**src/hdl/fpol_pkg.sv**
```systemverilog
// fpol_pkg: shared types and constants of the fixed pool ordered list
// holds command codes, the item structs and the parameter defaults
// no dependencies
`timescale 1ns / 1ps
`default_nettype none

package fpol_pkg;

  // parameter defaults
  localparam int SLOTS_DEFAULT     = 16;
  localparam int DATA_BITS_DEFAULT = 64;

  // capacity register
  localparam int             CAP_BITS  = 5;
  localparam logic [CAP_BITS-1:0] CAP_RESET = 5'd16;

  // command codes
  localparam logic [1:0] CMD_ADD    = 2'd0;
  localparam logic [1:0] CMD_REMOVE = 2'd1;
  localparam logic [1:0] CMD_FIRST  = 2'd2;

  // input item
  typedef struct packed {
    logic [1:0]  command;
    logic [3:0]  slot_index;
    logic [63:0] data_word;
  } fpol_req_t;

  // result item
  typedef struct packed {
    logic        ok;
    logic [3:0]  result_slot;
    logic [63:0] result_data;
    logic [4:0]  used_count;
  } fpol_rsp_t;

endpackage

`default_nettype wire

```
**src/hdl/fpol_ram.sv**
```systemverilog
// fpol_ram: simple dual port memory, one write and one registered read per cycle
// holds one link, flag or data array of the pool
// no dependencies
`timescale 1ns / 1ps
`default_nettype none

module fpol_ram #(
  parameter int DEPTH = 16,
  parameter int WIDTH = 8
) (
  input  wire logic                     clk,
  input  wire logic                     we,
  input  wire logic [$clog2(DEPTH)-1:0] waddr,
  input  wire logic [WIDTH-1:0]         wdata,
  input  wire logic [$clog2(DEPTH)-1:0] raddr,
  output logic      [WIDTH-1:0]         rdata
);

  logic [WIDTH-1:0] mem [DEPTH];

  // write port
  always_ff @(posedge clk) begin
    if (we) begin
      mem[waddr] <= wdata;
    end
  end

  // registered read port
  always_ff @(posedge clk) begin
    rdata <= mem[raddr];
  end

endmodule

`default_nettype wire

```
**src/hdl/fixed_pool_ordered_list.sv**
```systemverilog
// fixed_pool_ordered_list: pool of slots on ordered free and used linked lists
// steps from accept to result strobe: add runs link then tail; remove runs unlink,
// append, tail; first reads the head's data; a remove of an unused slot ends in unlink,
// any other rejected item is answered at once. a new item is taken in the cycle its
// predecessor's result shows; link memories (one write port each) set the pace.
// results cannot be stalled by the receiver. reset and every capacity write run a
// clearing pass over every slot, busy meanwhile. depends on fpol_pkg and fpol_ram
`timescale 1ns / 1ps
`default_nettype none

module fixed_pool_ordered_list
  import fpol_pkg::*;
#(
  parameter int SLOTS     = SLOTS_DEFAULT,
  parameter int DATA_BITS = DATA_BITS_DEFAULT
) (
  input  wire logic                clk,
  input  wire logic                rst,
  input  wire logic                start,
  output logic                     busy,
  input  wire fpol_req_t           request,
  output logic                     done,
  output fpol_rsp_t                result,
  input  wire logic                cfg_valid,
  output logic                     cfg_ready,
  input  wire logic [CAP_BITS-1:0] cfg_data
);

  localparam int SW = $clog2(SLOTS);
  localparam int LW = $clog2(SLOTS + 1);
  localparam logic [LW-1:0] NIL  = LW'(SLOTS);
  localparam logic [SW-1:0] LAST = SW'(SLOTS - 1);

  typedef enum logic [2:0] {
    ST_CLEAR,
    ST_IDLE,
    ST_ADD_LINK,
    ST_ADD_TAIL,
    ST_REM_UNLINK,
    ST_REM_APPEND,
    ST_REM_TAIL,
    ST_FIRST
  } state_t;

  state_t              state;
  logic [SW-1:0]       sweep;
  logic [CAP_BITS-1:0] capacity;
  logic [LW-1:0]       free_head;
  logic [LW-1:0]       free_tail;
  logic [LW-1:0]       used_head;
  logic [LW-1:0]       used_tail;
  logic [LW-1:0]       count_used;
  logic [SW-1:0]       cur_slot;

  // memory ports
  logic                 n_we, p_we, u_we, d_we;
  logic [SW-1:0]        n_waddr, p_waddr, u_waddr, d_waddr;
  logic [LW-1:0]        n_wdata, p_wdata;
  logic                 u_wdata;
  logic [DATA_BITS-1:0] d_wdata;
  logic [SW-1:0]        n_raddr, p_raddr, u_raddr, d_raddr;
  logic [LW-1:0]        n_rdata, p_rdata;
  logic                 u_rdata;
  logic [DATA_BITS-1:0] d_rdata;

  logic          accept;
  logic          slot_ok;
  logic [SW-1:0] req_slot;
  logic [LW-1:0] cap_eff;
  logic [LW-1:0] sweep_ext;
  logic [LW-1:0] sweep_inc;
  logic [LW-1:0] cur_ext;

  assign busy      = (state != ST_IDLE);
  assign accept    = start && !busy;
  assign cfg_ready = 1'b1;
  assign slot_ok   = (32'(request.slot_index) < SLOTS);
  assign req_slot  = SW'(request.slot_index);
  assign cap_eff   = (32'(capacity) > SLOTS) ? NIL : LW'(capacity);
  assign sweep_ext = LW'(sweep);
  assign sweep_inc = sweep_ext + LW'(1);
  assign cur_ext   = LW'(cur_slot);

  // read addresses, sampled at the accept edge
  assign n_raddr = (request.command == CMD_ADD) ? free_head[SW-1:0] : req_slot;
  assign p_raddr = req_slot;
  assign u_raddr = req_slot;
  assign d_raddr = used_head[SW-1:0];

  // memory write control per sequencer step
  always_comb begin
    n_we    = 1'b0;
    n_waddr = cur_slot;
    n_wdata = NIL;
    p_we    = 1'b0;
    p_waddr = cur_slot;
    p_wdata = NIL;
    u_we    = 1'b0;
    u_waddr = cur_slot;
    u_wdata = 1'b0;
    d_we    = 1'b0;
    d_waddr = free_head[SW-1:0];
    d_wdata = DATA_BITS'(request.data_word);
    unique case (state)
      ST_CLEAR: begin
        n_we    = 1'b1;
        n_waddr = sweep;
        n_wdata = (sweep_inc < cap_eff) ? sweep_inc : NIL;
        p_we    = 1'b1;
        p_waddr = sweep;
        p_wdata = (sweep_ext < cap_eff && sweep_ext != '0) ? sweep_ext - LW'(1) : NIL;
        u_we    = 1'b1;
        u_waddr = sweep;
        u_wdata = 1'b0;
      end
      ST_IDLE: begin
        // add: link new slot behind the used tail, mark it, store data
        if (accept && request.command == CMD_ADD && free_head != NIL) begin
          p_we    = 1'b1;
          p_waddr = free_head[SW-1:0];
          p_wdata = used_tail;
          u_we    = 1'b1;
          u_waddr = free_head[SW-1:0];
          u_wdata = 1'b1;
          d_we    = 1'b1;
        end
      end
      ST_ADD_LINK: begin
        n_we = 1'b1;
        if (n_rdata != NIL) begin
          p_we    = 1'b1;
          p_waddr = n_rdata[SW-1:0];
          p_wdata = NIL;
        end
      end
      ST_ADD_TAIL: begin
        if (used_tail != NIL) begin
          n_we    = 1'b1;
          n_waddr = used_tail[SW-1:0];
          n_wdata = cur_ext;
        end
      end
      ST_REM_UNLINK: begin
        if (u_rdata) begin
          u_we = 1'b1;
          if (p_rdata != NIL) begin
            n_we    = 1'b1;
            n_waddr = p_rdata[SW-1:0];
            n_wdata = n_rdata;
          end
          if (n_rdata != NIL) begin
            p_we    = 1'b1;
            p_waddr = n_rdata[SW-1:0];
            p_wdata = p_rdata;
          end
        end
      end
      ST_REM_APPEND: begin
        n_we    = 1'b1;
        p_we    = 1'b1;
        p_wdata = free_tail;
      end
      ST_REM_TAIL: begin
        if (free_tail != NIL) begin
          n_we    = 1'b1;
          n_waddr = free_tail[SW-1:0];
          n_wdata = cur_ext;
        end
      end
      ST_FIRST: begin
      end
      default: begin
      end
    endcase
  end

  // sequencer, list heads and result register
  always_ff @(posedge clk) begin
    if (rst) begin
      state      <= ST_CLEAR;
      sweep      <= '0;
      capacity   <= CAP_RESET;
      count_used <= '0;
      done       <= 1'b0;
    end else if (cfg_valid && cfg_ready) begin
      capacity   <= cfg_data;
      state      <= ST_CLEAR;
      sweep      <= '0;
      count_used <= '0;
      done       <= 1'b0;
    end else begin
      done <= 1'b0;
      unique case (state)
        ST_CLEAR: begin
          sweep <= sweep + SW'(1);
          if (sweep == LAST) begin
            state     <= ST_IDLE;
            free_head <= (cap_eff != '0) ? '0 : NIL;
            free_tail <= (cap_eff != '0) ? cap_eff - LW'(1) : NIL;
            used_head <= NIL;
            used_tail <= NIL;
          end
        end
        ST_IDLE: begin
          if (accept) begin
            cur_slot <= req_slot;
            // default: rejected item answered at once
            done                <= 1'b1;
            result.ok           <= 1'b0;
            result.result_slot  <= '0;
            result.result_data  <= '0;
            result.used_count   <= 5'(count_used);
            unique case (request.command)
              CMD_ADD: begin
                if (free_head != NIL) begin
                  done     <= 1'b0;
                  cur_slot <= free_head[SW-1:0];
                  state    <= ST_ADD_LINK;
                end
              end
              CMD_REMOVE: begin
                if (slot_ok) begin
                  done  <= 1'b0;
                  state <= ST_REM_UNLINK;
                end
              end
              CMD_FIRST: begin
                if (used_head != NIL) begin
                  done  <= 1'b0;
                  state <= ST_FIRST;
                end
              end
              default: begin
              end
            endcase
          end
        end
        ST_ADD_LINK: begin
          free_head <= n_rdata;
          if (n_rdata == NIL) begin
            free_tail <= NIL;
          end
          state <= ST_ADD_TAIL;
        end
        ST_ADD_TAIL: begin
          if (used_tail == NIL) begin
            used_head <= cur_ext;
          end
          used_tail          <= cur_ext;
          count_used         <= count_used + LW'(1);
          done               <= 1'b1;
          result.ok          <= 1'b1;
          result.result_slot <= 4'(cur_slot);
          result.result_data <= '0;
          result.used_count  <= 5'(count_used + LW'(1));
          state              <= ST_IDLE;
        end
        ST_REM_UNLINK: begin
          if (u_rdata) begin
            if (p_rdata == NIL) begin
              used_head <= n_rdata;
            end
            if (n_rdata == NIL) begin
              used_tail <= p_rdata;
            end
            state <= ST_REM_APPEND;
          end else begin
            done               <= 1'b1;
            result.ok          <= 1'b0;
            result.result_slot <= '0;
            result.result_data <= '0;
            result.used_count  <= 5'(count_used);
            state              <= ST_IDLE;
          end
        end
        ST_REM_APPEND: begin
          state <= ST_REM_TAIL;
        end
        ST_REM_TAIL: begin
          if (free_tail == NIL) begin
            free_head <= cur_ext;
          end
          free_tail          <= cur_ext;
          count_used         <= count_used - LW'(1);
          done               <= 1'b1;
          result.ok          <= 1'b1;
          result.result_slot <= 4'(cur_slot);
          result.result_data <= '0;
          result.used_count  <= 5'(count_used - LW'(1));
          state              <= ST_IDLE;
        end
        ST_FIRST: begin
          done               <= 1'b1;
          result.ok          <= 1'b1;
          result.result_slot <= 4'(used_head);
          result.result_data <= 64'(d_rdata);
          result.used_count  <= 5'(count_used);
          state              <= ST_IDLE;
        end
        default: begin
          state <= ST_IDLE;
        end
      endcase
    end
  end

  // link, flag and data memories
  fpol_ram #(.DEPTH(SLOTS), .WIDTH(LW)) u_next_ram (
    .clk(clk), .we(n_we), .waddr(n_waddr), .wdata(n_wdata),
    .raddr(n_raddr), .rdata(n_rdata)
  );

  fpol_ram #(.DEPTH(SLOTS), .WIDTH(LW)) u_prev_ram (
    .clk(clk), .we(p_we), .waddr(p_waddr), .wdata(p_wdata),
    .raddr(p_raddr), .rdata(p_rdata)
  );

  fpol_ram #(.DEPTH(SLOTS), .WIDTH(1)) u_use_ram (
    .clk(clk), .we(u_we), .waddr(u_waddr), .wdata(u_wdata),
    .raddr(u_raddr), .rdata(u_rdata)
  );

  fpol_ram #(.DEPTH(SLOTS), .WIDTH(DATA_BITS)) u_data_ram (
    .clk(clk), .we(d_we), .waddr(d_waddr), .wdata(d_wdata),
    .raddr(d_raddr), .rdata(d_rdata)
  );

  // checks
  a_count_in_pool: assert property (@(posedge clk) disable iff (rst)
    count_used <= cap_eff)
    else $error("used count exceeds pool capacity");

  a_free_ends: assert property (@(posedge clk) disable iff (rst)
    state == ST_IDLE |-> ((free_head == NIL) == (free_tail == NIL)))
    else $error("free list head and tail disagree on empty");

  a_used_ends: assert property (@(posedge clk) disable iff (rst)
    state == ST_IDLE |-> ((used_head == NIL) == (used_tail == NIL))
                         && ((used_head == NIL) == (count_used == '0)))
    else $error("used list ends disagree with used count");

endmodule

`default_nettype wire
```
**config.mk**
```make
export PLATFORM = sky130hd
export DESIGN_NAME = fixed_pool_ordered_list
export DESIGN_NICKNAME = d
export VERILOG_FILES = /design/src/hdl/fpol_pkg.sv /design/src/hdl/fpol_ram.sv /design/src/hdl/fixed_pool_ordered_list.sv
export SDC_FILE = /design/constraint.sdc
export NUM_CORES = 1
export LEC_CHECK = 0
export ABC_CLOCK_PERIOD_IN_PS = 10100
export BUFFER_PORTS_ARGS = -buffer_cell sky130_fd_sc_hd__buf_2
export CAP_MARGIN = 20
export CORE_MARGIN = 2
export CORE_UTILIZATION = 60
export CTS_CLUSTER_SIZE = 28
export DETAILED_ROUTE_END_ITERATION = 7
export GPL_TIMING_DRIVEN = 1
export PLACE_DENSITY = 0.74
export SLEW_MARGIN = 20
export SYNTH_ARGS = -nofsm -noshare
export SYNTH_HDL_FRONTEND = slang
export SYNTH_HIERARCHICAL = 1
export SYNTH_SLANG_ARGS = --single-unit
```
**constraint.sdc**
```tcl
create_clock -name clk -period 10.1 [get_ports clk]
set_input_delay 2.02 -clock clk [delete_from_list [all_inputs] [get_ports clk]]
set_output_delay 2.02 -clock clk [all_outputs]
set_load 0.02 [all_outputs]
```
# Yosys cells after proc, flatten, opt, wreduce, memory -nomap -nowiden
# Memory sizes are Yosys's and may differ from the RTL's. A register that Yosys moved wholly into a read port is not among the register bits.
# Cells that the tools add are included.
[totals]
regBits = 116
ram_bits = 1200
input_bits = 79
out_inout_bits = 77
elab_cells = 164
memories = 4
[op_classes]
addsub = 6
magnitude_cmp = 3
eq_ne = 33
n_mux = 78
n_bitwise = 2
n_reduce_logical = 24
[mem_list]
columns = ["memory", "words", "width", "rd", "rd_clocked_by_memory_dff", "wr", "line_no", "source"]
rows = [
  ["u_data_ram.mem", 16, 64, 1, 1, 1, "fpol_ram.sv:19", "logic [WIDTH-1:0] mem [DEPTH];"],
  ["u_next_ram.mem", 16, 5, 1, 1, 1, "fpol_ram.sv:19", ""],
  ["u_prev_ram.mem", 16, 5, 1, 1, 1, "fpol_ram.sv:19", ""],
  ["u_use_ram.mem", 16, 1, 1, 1, 1, "fpol_ram.sv:19", ""],
]
[ops]
columns = ["cell", "n"]
rows = [
  ["$pmux W74 S5", 1],
  ["$mux W74", 2],
  ["$mux W5", 22],
  ["$pmux W5 S3", 4],
  ["$mux W4", 10],
  ["$pmux W5 S4", 2],
  ["$pmux W4 S4", 2],
  ["$ne A5 B5 Y1 const B", 6],
  ["$mux W1", 21],
  ["$eq A5 B5 Y1 const B", 4],
  ["$reduce_and A5 Y1", 4],
  ["$pmux W3 S6", 1],
  ["$ne A2 B2 Y1 const B", 8],
  ["$mux W3", 5],
  ["$reduce_bool A5 Y1", 3],
  ["$eq A3 B3 Y1 const B", 4],
  ["$pmux W5 S2", 1],
  ["$sub A5 B1 Y5 const B", 2],
  ["$pmux W1 S3", 3],
  ["$pmux W3 S3", 1],
  ["$pmux W1 S4", 2],
  ["$pmux W4 S2", 1],
  ["$reduce_and A7 Y1", 1],
  ["$eq A3 B2 Y1 const B", 2],
  ["26 further kinds", 34],
]

# Depth between registers and ports, before layout
[logic_depth]
ltp_word = 9
ltp_mapped = 9
mapped_depth_nobuf = 8

# Cells and area by module
# The synthesis kept the hierarchy.
[by_module_without_submodules]
columns = ["mod", "n_inst", "cells_per_inst", "area_per_inst_um2", "seq_area_each_um2"]
rows = [
  ["fpol_ram at u_data_ram", 1, 1647, 39583.0, 32030.7],
  ["fpol_ram at u_next_ram ...", 2, 155, 3213.1, 2502.4],
  ["fixed_pool_ordered_list", 1, 567, 6145.9, 3303.2],
  ["fpol_ram at u_use_ram", 1, 47, 745.7, 500.5],
]

# Worst setup path before layout
# Ideal clock, no wire load.
[synth_path]
path_kind = "input to register"
startpoint = "input request[68] in the netlist's numbering"
endpoint = "memory u_data_ram/mem[0][0] in the netlist's numbering (enable)"
setup_ps = 565
t_arrival_ps = 8645
slack_ps = 890
stages = 7
n_path_buf = 1
cell_sequence = "inv_1 ha_1 clkbuf_1 nand2_1 nor3_1 or3b_2 nor3_1"
[synth_between]
elab_chain_cells = 7
[synth_lines]
columns = ["element", "line_no", "source"]
rows = [
  ["from (decl)", "fixed_pool_ordered_list.sv:21", "input wire fpol_req_t request,"],
  ["$logic_not A2 Y1", "fixed_pool_ordered_list.sv:118", "if (accept && request.command == CMD_ADD && free_head != NIL) begin"],
  ["$logic_and A1 B1 Y1 (2 in a row)", "fixed_pool_ordered_list.sv:118", ""],
  ["$mux W1", "fixed_pool_ordered_list.sv:118", ""],
  ["$mux W1", "fixed_pool_ordered_list.sv:104", "unique case (state)"],
  ["named net d_we", "fixed_pool_ordered_list.sv:56", "logic n_we, p_we, u_we, d_we;"],
  ["$mux W1", "fpol_ram.sv:23", "if (we) begin"],
  ["$mux W1 (implied by the code)", "fpol_ram.sv:24", "mem[waddr] <= wdata;"],
  ["to (decl)", "fpol_ram.sv:19", ""],
]
# The timed path passes the listed nets, and every way through them passes these cells.

# Final worst setup path
[layout_path]
startpoint = "input request[68] in the netlist's numbering"
endpoint = "memory u_data_ram/mem[1][16] in the netlist's numbering (enable)"
# The elaborated chain is that of the path after synthesis.

==> run metrics <==
HPWL after detailed placement=62100 um; critical path's slowest cell=sky130_fd_sc_hd__nor2_4; floorplan row count=108; end point of the most critical hold path=result[23]$_DFFE_PP_; final wirelength=between 100000 and 150000 um; clock sinks=~1400; buffer and inverter count on the worst path=4; total number of yosys warnings=6; post-CTS setup buffers=0; Global Route Usage Sum=0.261; arrival time at the worst endpoint=~5700 ps; startpoint of the most critical register-to-register path=free_head[1]$_DFFE_PP_; register clock-pin slew on the reported worst setup and hold paths=~60 ps; effective utilization at floorplan=0.608; clock tree from TritonCTS=yes; sequential fraction of the synthesis area=0.772; CP Launch Type=input pin; clock buffer depth=3; Post-Syn Nets=between 2000 and 3000; iteration-0 DRC count of the detailed router=~2800; status=completed; critical path startpoint=request[68]; sum of internal, switching and leakage power=about 12 mW; worst hold slack=~500 ps; number of hold violations in the final report=0; number of synthesized flops with an enable pin=1298; flop-to-flop setup slack=approximately 5900 ps; number of gates resized after CTS=0; area of the mapped netlist=between 50000 and 60000 um2; GRT overflow=0; post-synthesis cell type count=70; worst clock skew=between 30 and 40 ps; die height=301 um; net count of the finished layout=roughly 2900; required time at the endpoint of the critical path=about 10000 ps; number of placed cells counting well taps=about 3800; commonest cells in the netlist=1298 x sky130_fd_sc_hd__edfxtp_1, 296 x sky130_fd_sc_hd__mux4_2, 145 x sky130_fd_sc_hd__a22oi_1, 116 x sky130_fd_sc_hd__nand2_1, 93 x sky130_fd_sc_hd__dfxtp_1; kind of critical path=in -> reg; detail-routed net length per standard cell=about 29 um; first-pass GRT wire length=roughly 170000 um; drt first pass iters=6; worst supply voltage drop on vdd=roughly 0.19 mV; CTS Hold Buffers Added=0; final critical-path required period=5300 ps; number of port buffers=between 150 and 200; Lkg Pwr=~19 nW; maximum net fanout on the critical path=between 40 and 50; finished layout cell area=around 60000 um2; CORE AREA=a little under 90000 um2; Worst Tran Pin Value=about 1100 ps; flip-flop and latch count after synthesis=roughly 1400; critical path endpoint category=flop; vias in the first global route=~27000; setup violation total in the final timing report=0; Core Util, Final=0.687; number of buffers created by CTS=around 140; hold-critical path depth=1; number of H-tree levels=4; Worst Hold Launch=u_data_ram/rdata[18]$_DFF_P_; fin cells=~4000; Top delay family on crit path=simple AND/OR/NAND/NOR gates; power density over the cells=about 200 nW/um2; Via-to-Cell Ratio=~6.5; Via Count=26100; top-count cell post-synth=sky130_fd_sc_hd__edfxtp_1; max-cap violations=0; largest net degree at the start of global routing=159; number of instances in the synthesized netlist=around 2600; total DRC errors in the routed layout=0; area growth from synthesis to layout=13.0%; max-slew headroom at the worst pin=0.251; ordered list of cells on the worst path=buf_2, inv_1, ha_1, nand2_1, nor3_2, buf_4, or3b_2, nor2_4, buf_4; setup repair after global routing missed its margin=false; most area-hungry cell type in the Yosys netlist=sky130_fd_sc_hd__edfxtp_1; number of cells on the worst reg-to-reg path=7; DP Area=~55000 um2; average cell area after synthesis=roughly 21 um2; Max Clock Freq=~190 MHz; capture point of the worst reg-to-reg path=u_data_ram/mem[1][16]$_DFFE_PP_; latest clock arrival within the worst-skew pair=between 700 and 800 ps; antenna violation net count after detailed routing=0; number of antenna violations at the first check in global routing=9; die area=~91000 um2; setup slack after layout=around 4800 ps; main area contributors after synthesis=sky130_fd_sc_hd__edfxtp_1 74%, sky130_fd_sc_hd__mux4_2 13%, sky130_fd_sc_hd__dfxtp_1 3.5%, sky130_fd_sc_hd__a22oi_1 2.1%, sky130_fd_sc_hd__and2_1 0.84%; Most common cell on crit path=sky130_fd_sc_hd__buf_4; number of pins with negative max-slew slack in the final report=0; Final period util=0.525; total negative slack=0 ps; area share of the largest cell type after synthesis=0.737; placer's final routability congestion estimate=slightly above 0.9; clock root cell=sky130_fd_sc_hd__clkbuf_16; share of final-layout standard cells stronger than drive strength 1=0.258; I/O pin cnt=156; worst setup timing slack at the placement stage=4090 ps; share of synthesized flip-flops with an asynchronous set or reset=0; top flip-flop cell by instance count after synthesis=sky130_fd_sc_hd__edfxtp_1; Tightest Hold Check Type=reg -> reg; Max stage delay on crit path=~840 ps; overall die width=approximately 300 um
## cell usage in the layout, fill, tap and decap left out, drive strengths merged, types with 7 or more instances in the layout
| cell | netlist | final |
|---|---|---|
| a211oi | 9 | 9 |
| a21o | 9 | 9 |
| a21oi | 34 | 34 |
| a221o | 7 | 7 |
| a22o | 9 | 9 |
| a22oi | 145 | 145 |
| and2 | 71 | 71 |
| buf | 68 | 193 |
| bufinv | 0 | 21 |
| clkbuf | 64 | 183 |
| clkinv | 1 | 36 |
| dfxtp | 93 | 93 |
| diode | 0 | 8 |
| edfxtp | 1298 | 1298 |
| ha | 17 | 17 |
| inv | 21 | 29 |
| mux2i | 10 | 10 |
| mux4 | 300 | 300 |
| nand2 | 116 | 116 |
| nand2b | 16 | 16 |
| nand3 | 33 | 33 |
| nand3b | 10 | 10 |
| nor2 | 80 | 80 |
| nor2b | 14 | 14 |
| nor3 | 23 | 23 |
| o21ai | 24 | 24 |
| xnor2 | 8 | 8 |
## cell families after synthesis
kind of cell,Yosys count,synth area share
xor gates and xnor gates,13,0.00215
DFF,1391,0.772
other,1,0.0000709
buffers and inverters,154,0.0144
AOI/OAI and AO/OA,282,0.0385
muxes,315,0.131
and+or+nand+nor,398,0.0379
adders and majority gates,17,0.00402
## layer usage
| metal | wire length (um) | part of all wire | track usage |
|---|---|---|---|
| met3 | 8720 | 0.075 | 0.0422 |
| met4 | 2530 | 0.022 | 0.0881 |
| met1 | 46800 | 0.41 | 0.374 |
| met5 | 0 | 0 | 0 |
| met2 | 57400 | 0.50 | 0.418 |
## area by class of cell
cell class | instances | area (um2)
Antenna cell | 8 | 20.0
Clock buffer | 183 | 3750
Clock inverter | 69 | 1020
Fill cell | 5308 | 27300
Inverter | 22 | 82.6
Multi-Input combinational cell | 1026 | 11500
Sequential cell | 1391 | 40800
Tap cell | 1155 | 1450
Timing Repair Buffer | 193 | 1140
## worst max-delay path by stage
stage               cells past startpoint                              end
finish                                  9  u_data_ram/mem[1][16]$_DFFE_PP_
global route                            9  u_data_ram/mem[1][10]$_DFFE_PP_
CTS                                     9  u_data_ram/mem[1][15]$_DFFE_PP_
detailed placement                      9   u_data_ram/mem[3][3]$_DFFE_PP_
global placement                        9   u_data_ram/mem[3][3]$_DFFE_PP_
floorplan                               7   u_data_ram/mem[0][0]$_DFFE_PP_
## flip-flops by register name (all words and copies together), names as in the netlist
name	cells
u_use_ram/rdata	1
u_prev_ram/rdata	5
free_head	5
u_next_ram/mem	80
u_use_ram/mem	16
capacity	5
result	74
used_head	5
count_used	5
u_data_ram/mem	1024
state	3
used_tail	5
u_prev_ram/mem	80
u_data_ram/rdata	64
free_tail	5
u_next_ram/rdata	5
sweep	4
done	1
cur_slot	4
## report_power, final
group          total, mW  internal, mW  switching, mW  leakage [nW]
Clock               5.32          3.18           2.14          2.32
Sequential          6.32          6.30         0.0172          12.6
Combinational      0.186        0.0548          0.131          4.28
Total               11.8          9.54           2.29          19.2
Power figures use the tool's default switching activity.
